==> src/rtl/assert_macros.svh <==
// Assertion macros for the block's RTL, included by the core.
`ifndef ASSERT_MACROS_SVH
`define ASSERT_MACROS_SVH
`ifndef SYNTHESIS
`define ASSERT_IMPL(lbl, clk, rst_n, ante, cons) \
	lbl: assert property (@(posedge clk) disable iff (!rst_n) (ante) |-> (cons)) \
		else $error("assertion failed");
`define ASSERT_NEXT(lbl, clk, rst_n, ante, cons) \
	lbl: assert property (@(posedge clk) disable iff (!rst_n) (ante) |=> (cons)) \
		else $error("assertion failed");
`else
`define ASSERT_IMPL(lbl, clk, rst_n, ante, cons)
`define ASSERT_NEXT(lbl, clk, rst_n, ante, cons)
`endif
`endif

==> src/rtl/whs_pkg.sv <==
// ----------------------------------------------------------------------------
// whs_pkg
// Types, codes and constants of the weighted histogram scatter-add engine.
// ----------------------------------------------------------------------------
package whs_pkg;

	localparam int NUM_BINS_DEF = 4096;
	localparam int CNT_W        = 13;
	localparam int ADDR_W       = 32;
	localparam int SAMPLE_W     = 32;
	localparam int SUM_W        = 48;
	localparam logic [CNT_W-1:0] BIN_COUNT_RESET = 13'd4096;

	localparam logic OP_ACC  = 1'b0;
	localparam logic OP_READ = 1'b1;

	localparam logic [1:0] ST_ACC   = 2'd0;
	localparam logic [1:0] ST_RANGE = 2'd1;
	localparam logic [1:0] ST_READ  = 2'd2;
	localparam logic [1:0] ST_SAT   = 2'd3;

	typedef struct packed {
		logic                       operation;
		logic signed [ADDR_W-1:0]   bin_address;
		logic signed [SAMPLE_W-1:0] sample_value;
	} in_item_t;

	typedef struct packed {
		logic [1:0]              status;
		logic signed [SUM_W-1:0] bin_sum;
	} out_item_t;

	typedef enum logic [1:0] {
		S_CLEAR,
		S_IDLE,
		S_READ,
		S_WRITE
	} state_t;

	typedef struct packed {
		logic clr_en;
		logic capture;
		logic rd_en;
		logic wr_commit;
	} cmd_t;

	typedef struct packed {
		logic clr_last;
		logic out_busy;
	} sts_t;

endpackage

==> src/rtl/whs_ctrl.sv <==
// ----------------------------------------------------------------------------
// whs_ctrl
// Sequencer: clearing pass after reset, then capture, bin read and write-back.
// ----------------------------------------------------------------------------
module whs_ctrl import whs_pkg::*; (
	input  logic clk,
	input  logic arst_n,
	input  logic in_valid,
	output logic in_ready,
	input  sts_t sts,
	output cmd_t cmd
);

	state_t state_q, state_d;

	always_ff @(posedge clk or negedge arst_n) begin
		if (!arst_n) begin
			state_q <= S_CLEAR;
		end else begin
			state_q <= state_d;
		end
	end

	always_comb begin
		state_d = state_q;
		case (state_q)
			S_CLEAR: begin
				if (sts.clr_last) state_d = S_IDLE;
			end
			S_IDLE: begin
				if (in_valid) state_d = S_READ;
			end
			S_READ: begin
				state_d = S_WRITE;
			end
			S_WRITE: begin
				if (!sts.out_busy) state_d = S_IDLE;
			end
			default: begin
				state_d = S_CLEAR;
			end
		endcase
	end

	always_comb begin
		cmd      = '0;
		in_ready = 1'b0;
		case (state_q)
			S_CLEAR: begin
				cmd.clr_en = 1'b1;
			end
			S_IDLE: begin
				in_ready    = 1'b1;
				cmd.capture = in_valid;
			end
			S_READ: begin
				cmd.rd_en = 1'b1;
			end
			S_WRITE: begin
				cmd.wr_commit = !sts.out_busy;
			end
			default: begin
				cmd = '0;
			end
		endcase
	end

endmodule

==> config.mk <==
export PLATFORM = sky130hd
export DESIGN_NAME = whs_ctrl
export DESIGN_NICKNAME = d
export VERILOG_FILES = /design/src/rtl/assert_macros.svh /design/src/rtl/whs_pkg.sv /design/src/rtl/whs_ctrl.sv
export SDC_FILE = /design/constraint.sdc
export NUM_CORES = 1
export LEC_CHECK = 0
export BUFFER_PORTS_ARGS = -buffer_cell sky130_fd_sc_hd__buf_2
export CORE_AREA = 4 4 41 43
export DETAILED_ROUTE_END_ITERATION = 12
export DIE_AREA = 0 0 45 47
export PLACE_DENSITY = 0.44
export SYNTH_ARGS = -nofsm -noshare
export SYNTH_HDL_FRONTEND = slang
export SYNTH_SLANG_ARGS = --single-unit
==> constraint.sdc <==
create_clock -name clk -period 4.1 [get_ports clk]
set_input_delay 1.025 -clock clk [delete_from_list [all_inputs] [get_ports clk]]
set_output_delay 1.025 -clock clk [all_outputs]
set_load 0.02 [all_outputs]
==> results.json <==
{
  "status": "completed",
  "yosys_warnings": 0,
  "arrival_ps": 1460,
  "dieArea_um2": 2120,
  "end_kind": "primary output",
  "insertion_delay_ps": 220,
  "grt_use_met2_pct": 5.93,
  "use_met1_pct": 6.36,
  "max-slew-margin-rel_pct": 84.3,
  "drt-initial-drc-count": 0,
  "synthFlopType": "dfrtp_1",
  "maxCapViolCount": 0,
  "instances_no_fill": 44,
  "clock-skew-final_ps": 1.51,
  "start_util_pct": 14.2,
  "hp-class": "in2async",
  "post_cts.repair.setup_buffers": 0,
  "synthCells": 17,
  "dr.pass1.iters": 1,
  "synth_seq_area_share_pct": 27.0,
  "gp_congestion": 0.644,
  "top_usage_layer": "met4",
  "startpoint_type": "input port",
  "largest_register_ffs": 2,
  "worst_pin_slew_ps": 235,
  "rsz0062_at_grt": "no",
  "crit_required_ps": 3070,
  "synth_nets": 27,
  "htreeDepth": 1,
  "synth.most_common_cell": "ha_1",
  "portBuffers": 9,
  "numCtsBuffers": 3,
  "die_x_um": 45,
  "yosysUniqueCellTypes": 9,
  "rr_worst_depth": 5,
  "track_usage_pct": 5.13,
  "p_total_uw": 217,
  "setup_ws_ps": 1620,
  "rows": 13,
  "dp.cells": 41,
  "cts_tree": "yes",
  "drc": 0,
  "hold_viol": 0,
  "min_period_ps": 2480,
  "cts_resized": 0,
  "synth.avg_cell_area_um2": 10.9,
  "vias": 145,
  "synth-async-reset-ratio_pct": 100,
  "place_hpwl_um": 305,
  "grt.overflow.total": 0,
  "dp_slack_ps": 1610,
  "leakage_nw": 0.156,
  "yosys-top-cells-area": "ha_1 34%, dfrtp_1 27%, inv_1 8.1%",
  "synth_common_cells": "5 x ha_1, 4 x inv_1, 2 x dfrtp_1",
  "r2r-start": "state_q[0]$_DFFE_PN0P_",
  "synth_seq_cells": 2,
  "final_antenna_net_count": 0,
  "synth_top_area_share_pct": 33.8,
  "nNetsFinal": 41,
  "core_area_um2": 1300,
  "timing.setup.tns_ps": 0,
  "syn2layout_area_growth_pct": 46.6,
  "dieHeight_um": 47,
  "top_register": "state_q",
  "use_met3_pct": 1.53,
  "syn_area_um2": 185,
  "crit_fanout": 2,
  "wl_per_cell_um": 8.70,
  "maxSlewViolCount": 0,
  "reg_top3": "state_q x2",
  "first_global_vias": 190,
  "antenna_cells": 0,
  "routed_wl_um": 383,
  "grt_max_degree": 5,
  "drive_above_1_share_pct": 51.7,
  "clock-sinks": 2,
  "synth_edf_count": 0,
  "worstSetupStartpoint": "in_valid",
  "clock_path_buffers": 2,
  "antenna_found_initial": 0,
  "p_per_area_nw_per_um2": 799,
  "grt_pass1_wl_um": 710,
  "ios": 10,
  "clockRootBuffer": "clkbuf_4",
  "ir_worst_vdd_mv": 0.258,
  "holdBufCountCts": 0,
  "crit_type": "in2out",
  "yosysTopAreaCell": "ha_1",
  "clk_pin_slew_worst_paths_ps": 30,
  "via_per_inst": 3.30,
  "fmax_ghz": 0.403,
  "finalSetupViolCount": 0,
  "fin_crit_sh_pct": 60.6
}
area by class of cell:
type	instances	area [um^2]
Timing Repair Buffer	9	45.0
Tap cell	15	18.8
Inverter	4	15.0
Clock buffer	3	22.5
Fill cell	151	1030
Sequential cell	2	50.0
Multi-Input combinational cell	11	120
report_power, final:
part | switching, mW | internal [mW] | total [mW]
registers | 0.0111 | 0.0306 | 0.0417
clock network | 0.0112 | 0.0323 | 0.0435
logic | 0.0723 | 0.0596 | 0.132
total | 0.0946 | 0.123 | 0.217
metal layers:
layer / vias up / share of wire (%)
met5: - / 0
met4: 0 / 0
met3: 0 / 16
met2: 10 / 35
met1: 58 / 48
li1: 77 / -
critical path: stages:
cell	delay, ps
buf_2	110
and2_2	170
buf_2	150
path summary, 6_finish.rpt:
check,end,slack [ps]
hold / removal,state_q[1]$_DFFE_PN0P_,580
max in group asynchronous,state_q[0]$_DFFE_PN0P_,3430
setup reg to reg,state_q[1]$_DFFE_PN0P_,2680
min in group clk,state_q[1]$_DFFE_PN0P_,580
hold reg to reg,state_q[1]$_DFFE_PN0P_,580
setup / recovery,cmd[2],1620
cell usage in the layout, fill, tap and decap left out:
cell      synthesis  final
and2_2            1      1
buf_2             0      9
clkbuf_4          0      3
dfrtp_1           2      2
ha_1              5      5
inv_1             4      4
mux2_4            1      1
mux2i_1           1      1
nand2_1           1      1
nor2b_1           1      1
o221ai_2          1      1
through the flow:
step / utilization [%] / cell area, um^2 / hold WS [ps]
after CTS: 20.9 / 272 / 569
after detailed placement: 19.1 / 249 / 570
final: 20.9 / 272 / 577
after global routing: 20.9 / 272 / 570
after global placement: 19.1 / 249 / 589
after floorplan: - / 185 / 534
kinds of logic after synthesis:
logic type | count (synthesis) | share of synthesized area, %
AND/OR/NAND/NOR | 3 | 9.46
AO/OA/AOI/OAI | 1 | 8.11
multiplexers | 2 | 13.5
flip-flops | 2 | 27.0
adder cells (fa/ha/maj) | 5 | 33.8
buffers and inverters | 4 | 8.11
(Power assumes the default switching activity.)
